$ cat config.mk
export PLATFORM = sky130hd
export DESIGN_NAME = irq_controller_with_timers
export DESIGN_NICKNAME = d
export VERILOG_FILES = /design/src/rtl/icwt_pkg.sv /design/src/rtl/icwt_timer.sv /design/src/rtl/icwt_irq.sv /design/src/rtl/irq_controller_with_timers.sv
export SDC_FILE = /design/constraint.sdc
export NUM_CORES = 1
export LEC_CHECK = 0
export BUFFER_PORTS_ARGS = -buffer_cell sky130_fd_sc_hd__buf_2
export CORE_UTILIZATION = 55
export CTS_BUF_LIST = sky130_fd_sc_hd__clkbuf_8
export DETAILED_ROUTE_END_ITERATION = 6
export PLACE_DENSITY_LB_ADDON = 0.15
export SETUP_SLACK_MARGIN = 0.3
export SLEW_MARGIN = 40
export SYNTH_ARGS = -nofsm -noshare
export SYNTH_HDL_FRONTEND = slang
export SYNTH_SLANG_ARGS = --single-unit
$ cat constraint.sdc
create_clock -name clk -period 4.01 [get_ports clk]
set_clock_uncertainty 0.05 [all_clocks]
set_input_delay 1.0025 -clock clk [delete_from_list [all_inputs] [get_ports clk]]
set_output_delay 1.0025 -clock clk [all_outputs]
set_load 0.1 [all_outputs]
$ cat src/rtl/icwt_pkg.sv
// ----------------------------------------------------------------------------
// icwt_pkg
// shared types, register offsets and field masks of the interrupt controller
// with prescaled timers
// ----------------------------------------------------------------------------
`default_nettype none

package icwt_pkg;

    // defaults for the top-level parameters
    localparam int DEF_TIMER_COUNT       = 2;
    localparam int DEF_FIRST_TIMER_LEVEL = 8;

    // action codes of an input transaction
    typedef enum logic [1:0] {
        ACT_READ  = 2'd0,
        ACT_WRITE = 2'd1,
        ACT_TICK  = 2'd2,
        ACT_ACK   = 2'd3
    } action_t;

    // register offsets
    localparam logic [7:0] OFS_CACHE      = 8'h14;
    localparam logic [7:0] OFS_CONFIG     = 8'h24;
    localparam logic [7:0] OFS_PRE_COUNT  = 8'h60;
    localparam logic [7:0] OFS_PRE_RELOAD = 8'h64;
    localparam logic [7:0] OFS_MASK       = 8'h90;
    localparam logic [7:0] OFS_PENDING    = 8'h94;
    localparam logic [7:0] OFS_FORCE      = 8'h98;
    localparam logic [7:0] OFS_CLEAR      = 8'h9C;

    // timer window 0x40..0x5f: offset[7:5], timer index in offset[4]
    localparam logic [2:0] TIMER_WINDOW = 3'b010;
    localparam logic [3:0] TMR_VALUE    = 4'h0;
    localparam logic [3:0] TMR_RELOAD   = 4'h4;
    localparam logic [3:0] TMR_CONTROL  = 4'h8;

    // timer control bits
    localparam int         CTL_ENABLE    = 0;
    localparam int         CTL_RELOAD    = 1;
    localparam int         CTL_LOAD      = 2;
    localparam logic [3:0] CTL_KEEP_MASK = 4'hb;

    // field masks and fixed words
    localparam logic [16:0] CACHE_MASK   = 17'h1000f;
    localparam logic [15:0] MASK_WR_MASK = 16'h7ffe;
    localparam logic [15:0] LEVEL_MASK   = 16'hfffe;
    localparam logic [31:0] CONFIG_WORD  = 32'h0070_0310;
    localparam logic [15:0] PRE_RESET    = 16'hffff;
    localparam logic [31:0] TIMER0_RESET = 32'hffff_ffff;
    localparam logic [31:0] TIMERN_RESET = 32'h0000_0000;

    // per-timer strobes for one accepted transaction
    typedef struct packed {
        logic wr_value;
        logic wr_reload;
        logic wr_control;
        logic tick;
    } icwt_timer_cmd_t;

    // interrupt register strobes for one accepted transaction
    typedef struct packed {
        logic wr_mask;
        logic wr_force;
        logic wr_clear;
        logic ack;
    } icwt_irq_cmd_t;

endpackage

`default_nettype wire

$ cat src/rtl/icwt_timer.sv
// ----------------------------------------------------------------------------
// icwt_timer
// one 32-bit down-counting timer with reload value and control register
// ----------------------------------------------------------------------------
`default_nettype none

module icwt_timer
    import icwt_pkg::*;
#(
    parameter logic [31:0] RESET_VALUE = TIMERN_RESET
)
(
    input  wire logic            clk,
    input  wire logic            rst_n,
    input  wire icwt_timer_cmd_t cmd,
    input  wire logic [31:0]     data,
    output logic [31:0]          value,
    output logic [31:0]          reload,
    output logic [3:0]           control,
    output logic                 wrap
);

    logic [31:0] value_reg, value_next;
    logic [31:0] reload_reg, reload_next;
    logic [3:0]  control_reg, control_next;

    always_comb
    begin
        value_next   = value_reg;
        reload_next  = reload_reg;
        control_next = control_reg;
        wrap         = 1'b0;
        if (cmd.wr_value)
        begin
            value_next = data;
        end
        if (cmd.wr_reload)
        begin
            reload_next = data;
        end
        if (cmd.wr_control)
        begin
            // load bit copies the reload value at once and is not kept
            if (data[CTL_LOAD])
            begin
                value_next = reload_reg;
            end
            control_next = data[3:0] & CTL_KEEP_MASK;
        end
        if (cmd.tick && control_reg[CTL_ENABLE])
        begin
            value_next = value_reg - 32'd1;
            if (value_reg == 32'd0)
            begin
                wrap = 1'b1;
                if (control_reg[CTL_RELOAD])
                begin
                    value_next = reload_reg;
                end
            end
        end
    end

    always_ff @(posedge clk or negedge rst_n)
    begin
        if (!rst_n)
        begin
            value_reg   <= RESET_VALUE;
            reload_reg  <= RESET_VALUE;
            control_reg <= '0;
        end
        else
        begin
            value_reg   <= value_next;
            reload_reg  <= reload_next;
            control_reg <= control_next;
        end
    end

    assign value   = value_reg;
    assign reload  = reload_reg;
    assign control = control_reg;

endmodule

`default_nettype wire

$ cat src/rtl/icwt_irq.sv
// ----------------------------------------------------------------------------
// icwt_irq
// pending, force and mask words with priority encoder over the next state
// ----------------------------------------------------------------------------
`default_nettype none

module icwt_irq
    import icwt_pkg::*;
(
    input  wire logic          clk,
    input  wire logic          rst_n,
    input  wire icwt_irq_cmd_t cmd,
    input  wire logic [15:0]   data,
    input  wire logic [3:0]    ack_level,
    input  wire logic [15:0]   set_bits,
    output logic [15:0]        pending,
    output logic [15:0]        forced,
    output logic [15:0]        mask,
    output logic [3:0]         level_next
);

    logic [15:0] pending_reg, pending_next;
    logic [15:0] forced_reg, forced_next;
    logic [15:0] mask_reg, mask_next;
    logic [15:0] ack_bit;
    logic [15:0] active;

    assign ack_bit = 16'd1 << ack_level;

    always_comb
    begin
        pending_next = pending_reg | set_bits;
        forced_next  = forced_reg;
        mask_next    = mask_reg;
        if (cmd.wr_mask)
        begin
            mask_next = data & MASK_WR_MASK;
        end
        if (cmd.wr_force)
        begin
            forced_next = data & LEVEL_MASK;
        end
        if (cmd.wr_clear)
        begin
            pending_next = pending_reg & ~data & LEVEL_MASK;
        end
        if (cmd.ack)
        begin
            // force bit first, pending bit only when no force is set
            if ((forced_reg & ack_bit) != 16'd0)
            begin
                forced_next = forced_reg & ~ack_bit;
            end
            else
            begin
                pending_next = pending_reg & ~ack_bit;
            end
        end
    end

    // highest unmasked level after this transaction
    assign active = (pending_next | forced_next) & mask_next & LEVEL_MASK;

    always_comb
    begin
        level_next = 4'd0;
        for (int l = 1; l < 16; l++)
        begin
            if (active[l])
            begin
                level_next = 4'(l);
            end
        end
    end

    always_ff @(posedge clk or negedge rst_n)
    begin
        if (!rst_n)
        begin
            pending_reg <= '0;
            forced_reg  <= '0;
            mask_reg    <= '0;
        end
        else
        begin
            pending_reg <= pending_next;
            forced_reg  <= forced_next;
            mask_reg    <= mask_next;
        end
    end

    assign pending = pending_reg;
    assign forced  = forced_reg;
    assign mask    = mask_reg;

endmodule

`default_nettype wire

$ cat src/rtl/irq_controller_with_timers.sv
// ----------------------------------------------------------------------------
// irq_controller_with_timers
// 15-level interrupt controller and prescaled down-counting timers as one
// bus-mapped register block
// ----------------------------------------------------------------------------
//
//  channel   handshake            payload
//  -------   ------------------   --------------------------------------------
//  input     in_valid / in_stall   action, reg_offset, write_data, ack_level
//  output    out_valid / out_stall read_data, irq_level
//
//  one transaction is accepted per cycle while in_stall is low; its result
//  is loaded into the output register at the edge that accepts it
//  all register state changes at the edge that accepts the transaction
//  in_stall is raised only while a result is held and out_stall is high
//  reset sets every register but read_data and irq_level to its reset value
//
`default_nettype none

module irq_controller_with_timers
    import icwt_pkg::*;
#(
    parameter int TIMER_COUNT       = DEF_TIMER_COUNT,
    parameter int FIRST_TIMER_LEVEL = DEF_FIRST_TIMER_LEVEL
)
(
    input  wire logic        clk,
    input  wire logic        rst_n,
    input  wire logic        in_valid,
    output logic             in_stall,
    input  wire logic [1:0]  action,
    input  wire logic [7:0]  reg_offset,
    input  wire logic [31:0] write_data,
    input  wire logic [3:0]  ack_level,
    output logic             out_valid,
    input  wire logic        out_stall,
    output logic [31:0]      read_data,
    output logic [3:0]       irq_level
);

    action_t act;
    logic    accept;
    logic    wr;
    logic    in_window;

    // prescaler
    logic [15:0] pre_count_reg, pre_count_next;
    logic [15:0] pre_reload_reg, pre_reload_next;
    logic        pre_zero;
    logic        tick_go;
    logic        timer_tick;

    logic [16:0] cache_reg, cache_next;

    // timers
    logic [31:0] tmr_value   [TIMER_COUNT];
    logic [31:0] tmr_reload  [TIMER_COUNT];
    logic [3:0]  tmr_control [TIMER_COUNT];
    logic [TIMER_COUNT-1:0] tmr_wrap;

    // interrupt block
    icwt_irq_cmd_t irq_cmd;
    logic [15:0]   set_bits;
    logic [15:0]   pending;
    logic [15:0]   forced;
    logic [15:0]   mask;
    logic [3:0]    level_next;

    // result
    logic [31:0] rd_data;
    logic        out_valid_reg, out_valid_next;
    logic [31:0] read_data_reg;
    logic [3:0]  irq_level_reg;

    assign act      = action_t'(action);
    // a held result that is not being taken blocks the next transaction
    assign in_stall = out_valid_reg && out_stall;
    assign accept   = in_valid && !in_stall;
    assign wr       = accept && (act == ACT_WRITE);

    assign in_window = (reg_offset[7:5] == TIMER_WINDOW);

    // prescaler: counts down per tick, timers step on the tick that finds zero
    assign pre_zero   = (pre_count_reg == 16'd0);
    assign tick_go    = accept && (act == ACT_TICK);
    assign timer_tick = tick_go && pre_zero;

    always_comb
    begin
        pre_count_next  = pre_count_reg;
        pre_reload_next = pre_reload_reg;
        cache_next      = cache_reg;
        if (tick_go)
        begin
            pre_count_next = pre_zero ? pre_reload_reg : (pre_count_reg - 16'd1);
        end
        // a reload write does not restart the running count
        if (wr && (reg_offset == OFS_PRE_RELOAD))
        begin
            pre_reload_next = write_data[15:0];
        end
        if (wr && (reg_offset == OFS_CACHE))
        begin
            cache_next = write_data[16:0] & CACHE_MASK;
        end
    end

    always_ff @(posedge clk or negedge rst_n)
    begin
        if (!rst_n)
        begin
            pre_count_reg  <= PRE_RESET;
            pre_reload_reg <= PRE_RESET;
            cache_reg      <= '0;
        end
        else
        begin
            pre_count_reg  <= pre_count_next;
            pre_reload_reg <= pre_reload_next;
            cache_reg      <= cache_next;
        end
    end

    // one timer per instance, offset[4] picks the timer inside the window
    for (genvar i = 0; i < TIMER_COUNT; i++)
    begin : g_timer
        icwt_timer_cmd_t tcmd;
        logic            tsel;

        assign tsel            = wr && in_window && (reg_offset[4] == 1'(i));
        assign tcmd.wr_value   = tsel && (reg_offset[3:0] == TMR_VALUE);
        assign tcmd.wr_reload  = tsel && (reg_offset[3:0] == TMR_RELOAD);
        assign tcmd.wr_control = tsel && (reg_offset[3:0] == TMR_CONTROL);
        assign tcmd.tick       = timer_tick;

        icwt_timer #(
            .RESET_VALUE((i == 0) ? TIMER0_RESET : TIMERN_RESET)
        ) u_timer (
            .clk     (clk),
            .rst_n   (rst_n),
            .cmd     (tcmd),
            .data    (write_data),
            .value   (tmr_value[i]),
            .reload  (tmr_reload[i]),
            .control (tmr_control[i]),
            .wrap    (tmr_wrap[i])
        );
    end

    // a wrapping timer raises its own level
    always_comb
    begin
        set_bits = '0;
        for (int i = 0; i < TIMER_COUNT; i++)
        begin
            if (tmr_wrap[i])
            begin
                set_bits[4'(FIRST_TIMER_LEVEL + i)] = 1'b1;
            end
        end
    end

    assign irq_cmd.wr_mask  = wr && (reg_offset == OFS_MASK);
    assign irq_cmd.wr_force = wr && (reg_offset == OFS_FORCE);
    assign irq_cmd.wr_clear = wr && (reg_offset == OFS_CLEAR);
    assign irq_cmd.ack      = accept && (act == ACT_ACK);

    icwt_irq u_irq (
        .clk        (clk),
        .rst_n      (rst_n),
        .cmd        (irq_cmd),
        .data       (write_data[15:0]),
        .ack_level  (ack_level),
        .set_bits   (set_bits),
        .pending    (pending),
        .forced     (forced),
        .mask       (mask),
        .level_next (level_next)
    );

    // read mux, zero for every other action and for unmapped offsets
    always_comb
    begin
        rd_data = 32'd0;
        if (act == ACT_READ)
        begin
            if (in_window)
            begin
                for (int i = 0; i < TIMER_COUNT; i++)
                begin
                    if (reg_offset[4] == 1'(i))
                    begin
                        case (reg_offset[3:0])
                            TMR_VALUE:   rd_data = tmr_value[i];
                            TMR_RELOAD:  rd_data = tmr_reload[i];
                            TMR_CONTROL: rd_data = {28'd0, tmr_control[i]};
                            default:     rd_data = 32'd0;
                        endcase
                    end
                end
            end
            else
            begin
                case (reg_offset)
                    OFS_CACHE:      rd_data = {15'd0, cache_reg};
                    OFS_CONFIG:     rd_data = CONFIG_WORD;
                    OFS_PRE_COUNT:  rd_data = {16'd0, pre_count_reg};
                    OFS_PRE_RELOAD: rd_data = {16'd0, pre_reload_reg};
                    OFS_MASK:       rd_data = {16'd0, mask};
                    OFS_PENDING:    rd_data = {16'd0, pending};
                    OFS_FORCE:      rd_data = {16'd0, forced};
                    default:        rd_data = 32'd0;
                endcase
            end
        end
    end

    // output register: loads on accept, empties when the result is taken
    always_comb
    begin
        out_valid_next = out_valid_reg;
        if (accept)
        begin
            out_valid_next = 1'b1;
        end
        else if (!out_stall)
        begin
            out_valid_next = 1'b0;
        end
    end

    always_ff @(posedge clk or negedge rst_n)
    begin
        if (!rst_n)
        begin
            out_valid_reg <= 1'b0;
        end
        else
        begin
            out_valid_reg <= out_valid_next;
        end
    end

    always_ff @(posedge clk)
    begin
        if (accept)
        begin
            read_data_reg <= rd_data;
            irq_level_reg <= level_next;
        end
    end

    assign out_valid = out_valid_reg;
    assign read_data = read_data_reg;
    assign irq_level = irq_level_reg;

    // only reads return data
    a_nonread_zero: assert property (@(posedge clk) disable iff (!rst_n)
        (accept && (act != ACT_READ)) |=> (read_data == 32'd0))
        else $error("non-read transaction returned data");

    // mask bit 15 can never be set, so level 15 is never driven out
    a_no_level15: assert property (@(posedge clk) disable iff (!rst_n)
        out_valid |-> (irq_level != 4'd15))
        else $error("level 15 driven out");

    // a tick on a nonzero prescaler counts it down by one
    a_pre_step: assert property (@(posedge clk) disable iff (!rst_n)
        (tick_go && !pre_zero) |=> (pre_count_reg == ($past(pre_count_reg) - 16'd1)))
        else $error("prescaler did not count down");

    // a transaction accepted under a held result would have overwritten it
    a_no_overrun: assert property (@(posedge clk) disable iff (!rst_n)
        (out_valid_reg && out_stall) |-> !accept)
        else $error("result overwritten while stalled");

endmodule

`default_nettype wire

==> results of run 1 <==
[power by group through the flow]
stage	Combinational, W	Clock, W	Sequential, W
2_1_floorplan	0.000333	0	0.00307
3_3_place_gp	0.000687	0	0.00301
3_5_place_dp	0.000703	0	0.00302
4_1_cts	0.000705	0.00242	0.00298
5_1_grt	0.000766	0.00252	0.00300
6_report	0.000714	0.00237	0.00299
[synth_stat cells, drive strengths merged (38+ instances only)]
| cell | count | area [sq um] |
|---|---|---|
| dfstp | 96 | 2520 |
| nand2 | 174 | 656 |
| clkbuf | 88 | 330 |
| o21ai | 109 | 546 |
| a21oi | 76 | 380 |
| dfrtp | 124 | 3100 |
| a22oi | 52 | 390 |
| nor3 | 46 | 230 |
| inv | 38 | 143 |
| nor2 | 118 | 443 |
| mux2 | 76 | 856 |
[how the worst max path moves through the flow]
stage / slack [ns] / end / cells past startpoint / startpoint
after floorplan: 0.35 / irq_level[1] / 10 / in_valid
after global placement: 0.12 / irq_level[1] / 10 / ack_level[0]
after detailed placement: 0.04 / irq_level[1] / 10 / ack_level[0]
after CTS: 0.31 / g_timer[0].u_timer.value[12] / 10 / g_timer[0].u_timer.value[0]
after global routing: 0.34 / g_timer[0].u_timer.value[11] / 11 / g_timer[0].u_timer.value[0]
final: 0.51 / irq_level[1] / 10 / ack_level[0]
[worst register-to-register path: stages, from the launching register on]
cell and delay, ns:
dfstp_2 0.36, inv_1 0.13, ha_1 0.25, or3b_2 0.49
or4_1 0.64, nor4_4 0.31, buf_4 0.18, nand4_4 0.18
nand2_4 0.28, nor2_1 0.07, or3_1 0.31, a21oi_1 0.16
[repair_timing]
| item | 4_1_cts | 5_1_grt |
|---|---|---|
| buffers inserted | 0 | 2 |
| setup endpoints to repair | 5 | 12 |
| resized for setup | 1 | 1 |
| pin swaps | 0 | 1 |
[per-stage QoR]
step,utilization (%),std cells
after detailed placement,60.6,1895
after floorplan,-,1506
after CTS,64.1,1976
after global placement,60.5,1895
final,64.1,1979
after global routing,64.1,1979
[layer usage]
layer	wire length [um]	global-route usage [%]	vias to the layer above
li1	-	-	5926
met1	22000	59.3	6543
met2	20800	51.6	826
met3	6770	10.8	93
met4	1460	11.5	2
met5	14	0	-
[cells by family after synthesis]
family / share of synthesized area (%)
AOI/OAI and AO/OA: 22.4
muxes: 6.92
buffers and inverters: 3.84
xor gates and xnor gates: 1.29
and+or+nand+nor: 18.2
DFF: 47.1
adders and majority gates: 0.263
[cell type report]
type | count | area, sq um | share of cell area [%]
multi-input cells | 1109 | 7040 | 43.3
flip-flops and latches | 256 | 6710 | 41.3
well taps | 330 | 413 | 2.54
repair buffers | 164 | 1060 | 6.53
clock buffers | 53 | 729 | 4.49
clock inverters | 28 | 149 | 0.917
inverters | 38 | 143 | 0.878
diodes | 1 | 2.50 | 0.0154
==> impl_metrics.csv, run 1 <==
group,metric,value,unit
placed_design,gp_congestion,0.959,
die,die_h,163,um
timing,fin_crit_sh,87.2,%
yosys,syn_inst,1506,
global_route,grt_overflow,0,
worst_setup_path,worst-setup-path-type,"in -> reg",
routing,remaining_drc_errors,12,
yosys,synth_area_per_cell,9.46,sq um
worst_setup_path,cp_cell_sequence,"buf_2 -> nand2b_1 -> o311ai_0 -> a21oi_1 -> nand2_1 -> buf_4 -> o221ai_1 -> nand2_1 -> a311oi_1 -> o311ai_0",
status,violations,"DRC",
clock_network,cts_root_buf,"clkbuf_8",
clock_network,insertion_delay,0.57,ns
yosys,ys_types,74,
routing,drtAntennaViolNets,0,
timing,fin_crit,3.50,ns
timing,fmax,0.286,GHz
routing,routed_wl,51000,um
finish,design_area,16200,sq um
global_route,globalRouteTotalUtil,38.5,%
worst_setup_path,endpoint_kind,"register",
die,fp.dieArea,26600,sq um
placed_design,port_buffers,87,
die,rows,58,
worst_setup_path,crit_buf_inv,2,
finish,final_common_cell,"nand2_1",
worst_setup_path,max_stage_delay,0.61,ns
die,initial_core_util,56.3,%
pwr,ir_drop,0.283,mV
global_route,grt_max_degree,87,
yosys,synth_edf_count,36,
worst_setup_path,slowest_stage,"a21oi_1",
global_route,grt_pass1_wl,75600,um
timing,max_slew_margin,48.1,%
worst_setup_path,crit_family,"compound AO/OA/AOI/OAI gates",
yosys,synth_nets,1559,
finish,n_fill_cell,2162,
pwr,p_leak,6.75,nW
timing,fin_setup_tns,0,ns
timing,holdWs,0.395,ns
yosys,ys_seq_area_share,47.1,%
yosys,async_flop_share,85.9,%
pwr,p_clk_share,39.1,%
routing,vias,13400,
die,core_area,25300,sq um
pwr,p_seq_share,49.2,%
routing,wire_per_inst,25.8,um
yosys,synth-main-ff-cell,"dfrtp_1",
worst_setup_path,reg2reg_depth,11,
clock_network,clk_pin_slew,0.06,ns
clock_network,htreeDepth,2,
placed_design,post-place-ws,0.0363,ns
routing,drtIter0Drc,1919,
yosys,synth_area,14300,sq um
routing,first_pass_iters,7,
clock_network,cts_inserted_buffers,45,
global_route,grt_antenna_before_repair,2,
placed_design,place_area,15300,sq um
timing,rsz0062_at_grt,"false",
finish,final_nets,1667,
finish,area_growth_syn_to_layout,14.0,%
worst_setup_path,start_kind,"primary input",
timing,layout_setup_ws,0.514,ns
pwr,switching_share,29.6,%
yosys,postSynthRegisterBits,256,
placed_design,hpwl,36400,um
worst_setup_path,rr_endpoint,"g_timer[0].u_timer.value[12]",
worst_setup_path,r2r-start,"g_timer[0].u_timer.value[0]",
global_route,grt_pass1_vias,12100,
worst_setup_path,cp_max_fo,15,
clock_network,cts_tree,"built",
pwr,power,0.00607,W
timing,worst_slew_pin_slew,0.778,ns
clock_network,postCtsHoldBufs,0,
die,die_w,163,um
worst_setup_path,required,4.25,ns
pwr,p_sw,0.00179,W
pwr,pwr-share-comb,11.8,%
clock_network,clk_path_buf_depth,3,
yosys,yosysWarnings,0,
die,io_pins,88,
timing,slew_viol_final,0,
pwr,p_per_area,374,nW/um^2
routing,vias_per_cell,6.77,
status,status,"finished, violations left",
clock_network,cts_num_sinks,256,
finish,final_cell_mix,"173 x nand2_1, 124 x dfrtp_1, 117 x nor2_1",
min_path,min_path_type,"in -> async",
timing,setup_viol,0,
worst_setup_path,rrSetupSlack,0.53,ns
pwr,p_int,0.00428,W
job,maxCapViolations,0,
timing,finalHoldViolCount,0,
worst_setup_path,arrival,3.73,ns
finish,layout-drive-gt1-share,26.5,%
No activity file was read; power rests on OpenSTA's default activity.
==> run 2, diff against run 1 <==
==> constraint.sdc (replaced) <==
create_clock -name clk -period 4.01 [get_ports clk]
set_clock_uncertainty 0.05 [all_clocks]
set_input_delay 0.6015 -clock clk [delete_from_list [all_inputs] [get_ports clk]]
set_output_delay 0.6015 -clock clk [all_outputs]
set_load 0.1 [all_outputs]
==> run 2 against run 1 <==
  * Global-route usage fell by 0.41 points
  * Design area fell by 0.90%
  * Critical path depth did not move
  * Worst setup slack got worse by 0.019 ns
  * Count of clock-buffer cells in the layout rose by 2
  * Worst hold slack got worse by 0.21 ns
  * Sequential power barely moved
  * Die area did not move
  * Highest routed layer unchanged
  * Largest power group unchanged
  * First-iteration DRC count rose by 15%
  * Cell count fell by 1.1%
  * Register-to-register slack got worse by 0.03 ns
  * The run still ends with DRC left
==> impl_metrics.csv, run 2 (synthesis results as in run 1) <==
group,metric,value,unit
min_path,min_path_type,"in -> reg",
worst_setup_path,cp_max_fo,16,
timing,fmax,0.285,GHz
worst_setup_path,required,4.46,ns
routing,drtAntennaViolNets,0,
placed_design,port_buffers,87,
worst_setup_path,start_kind,"register",
pwr,p_per_area,386,nW/um^2
status,violations,"DRC",
routing,drtIter0Drc,2203,
global_route,globalRouteTotalUtil,38.1,%
global_route,grt_pass1_wl,75400,um
clock_network,cts_root_buf,"clkbuf_8",
timing,setup_viol,0,
die,rows,58,
clock_network,cts_tree,"built",
routing,routed_wl,50500,um
worst_setup_path,endpoint_kind,"register",
timing,fin_crit_sh,87.6,%
finish,area_growth_syn_to_layout,13.0,%
clock_network,clk_pin_slew,0.06,ns
die,io_pins,88,
global_route,grt_antenna_before_repair,3,
timing,fin_crit,3.51,ns
die,core_area,25300,sq um
worst_setup_path,worst-setup-path-type,"reg -> reg",
routing,vias,13400,
die,die_w,163,um
finish,design_area,16100,sq um
finish,layout-drive-gt1-share,25.4,%
placed_design,place_area,15100,sq um
job,maxCapViolations,0,
finish,final_nets,1644,
timing,worst_slew_pin_slew,0.852,ns
pwr,ir_drop,0.325,mV
routing,wire_per_inst,25.8,um
timing,max_slew_margin,43.1,%
placed_design,gp_congestion,0.988,
status,status,"finished, violations left",
clock_network,insertion_delay,0.57,ns
worst_setup_path,arrival,3.96,ns
die,fp.dieArea,26600,sq um
die,initial_core_util,56.3,%
global_route,grt_pass1_vias,12400,
global_route,grt_max_degree,102,
worst_setup_path,rrSetupSlack,0.50,ns
die,die_h,163,um
timing,holdWs,0.183,ns
pwr,p_leak,6.65,nW
routing,remaining_drc_errors,8,
global_route,grt_overflow,0,
routing,vias_per_cell,6.87,
timing,rsz0062_at_grt,"false",
clock_network,cts_num_sinks,256,
clock_network,cts_inserted_buffers,47,
timing,slew_viol_final,0,
clock_network,clk_path_buf_depth,3,
clock_network,htreeDepth,2,
placed_design,hpwl,35300,um
routing,first_pass_iters,7,
timing,finalHoldViolCount,0,
timing,fin_setup_tns,0,ns
finish,final_cell_mix,"173 x nand2_1, 124 x dfrtp_1, 117 x nor2_1",
finish,final_common_cell,"nand2_1",
-- run 2: cell type report --
cell class | instances | area [sq um]
fillers | 2141 | 9230
multi-input cells | 1109 | 7040
flip-flops and latches | 256 | 6710
repair buffers | 139 | 871
clock buffers | 55 | 757
well taps | 330 | 413
clock inverters | 28 | 164
inverters | 38 | 143
diodes | 2 | 5.00
-- run 2: timing repair --
action                                 in CTS  in global routing
hold buffers                                0                  1
setup buffers                               0                  0
resized for setup                           0                  1
setup endpoints to repair                   0                  1
endpoints found under the hold margin       0                 10
-- run 2: worst max-delay path, stage by stage (launching register included) --
cell and delay (ns):
dfstp_2 0.37, inv_1 0.11, ha_1 0.22, or3b_2 0.48, or4_1 0.63, nor4_4 0.52
nand4_4 0.23, nand2_4 0.28, nor2_1 0.07, or3_1 0.31, a21oi_1 0.16
-- run 2: worst paths after layout --
check,from,end,depth (start not counted)
setup / recovery,g_timer[0].u_timer.value[0],g_timer[0].u_timer.value[12],10
hold / removal,in_valid,out_valid,2
min in group asynchronous,rst_n,u_irq.mask[7],2
setup reg to reg,g_timer[0].u_timer.value[0],g_timer[0].u_timer.value[12],10
hold reg to reg,g_timer[0].u_timer.reload[6],g_timer[0].u_timer.reload[6],2
max in group asynchronous,rst_n,g_timer[0].u_timer.reload[0],4
-- run 2: through the flow --
step / worst slack, ns / utilization, % / power (W) / cells
final: 0.495 / 63.6 / 0.00622 / 1957
after floorplan: 0.493 / - / 0.00340 / 1506
after CTS: 0.370 / 63.4 / 0.00620 / 1953
after detailed placement: 0.276 / 59.7 / 0.00371 / 1870
after global routing: 0.347 / 63.6 / 0.00641 / 1957
after global placement: 0.404 / 59.7 / 0.00369 / 1870
-- run 2: power by group --
part	switching (W)	internal (W)
Combinational	0.000519	0.000193
Sequential	0.000171	0.00282
Clock	0.00115	0.00137
-- run 2: per-layer routing --
| layer | share of wire (%) | track usage (%) | vias up | routed length, um |
|---|---|---|---|---|
| met5 | 0.026 | 0 | - | 13 |
| met4 | 2.5 | 11.9 | 2 | 1240 |
| met3 | 14 | 11.1 | 95 | 6990 |
| met2 | 42 | 52.6 | 881 | 21300 |
| met1 | 41 | 56.8 | 6579 | 20900 |
| li1 | - | - | 5881 | - |
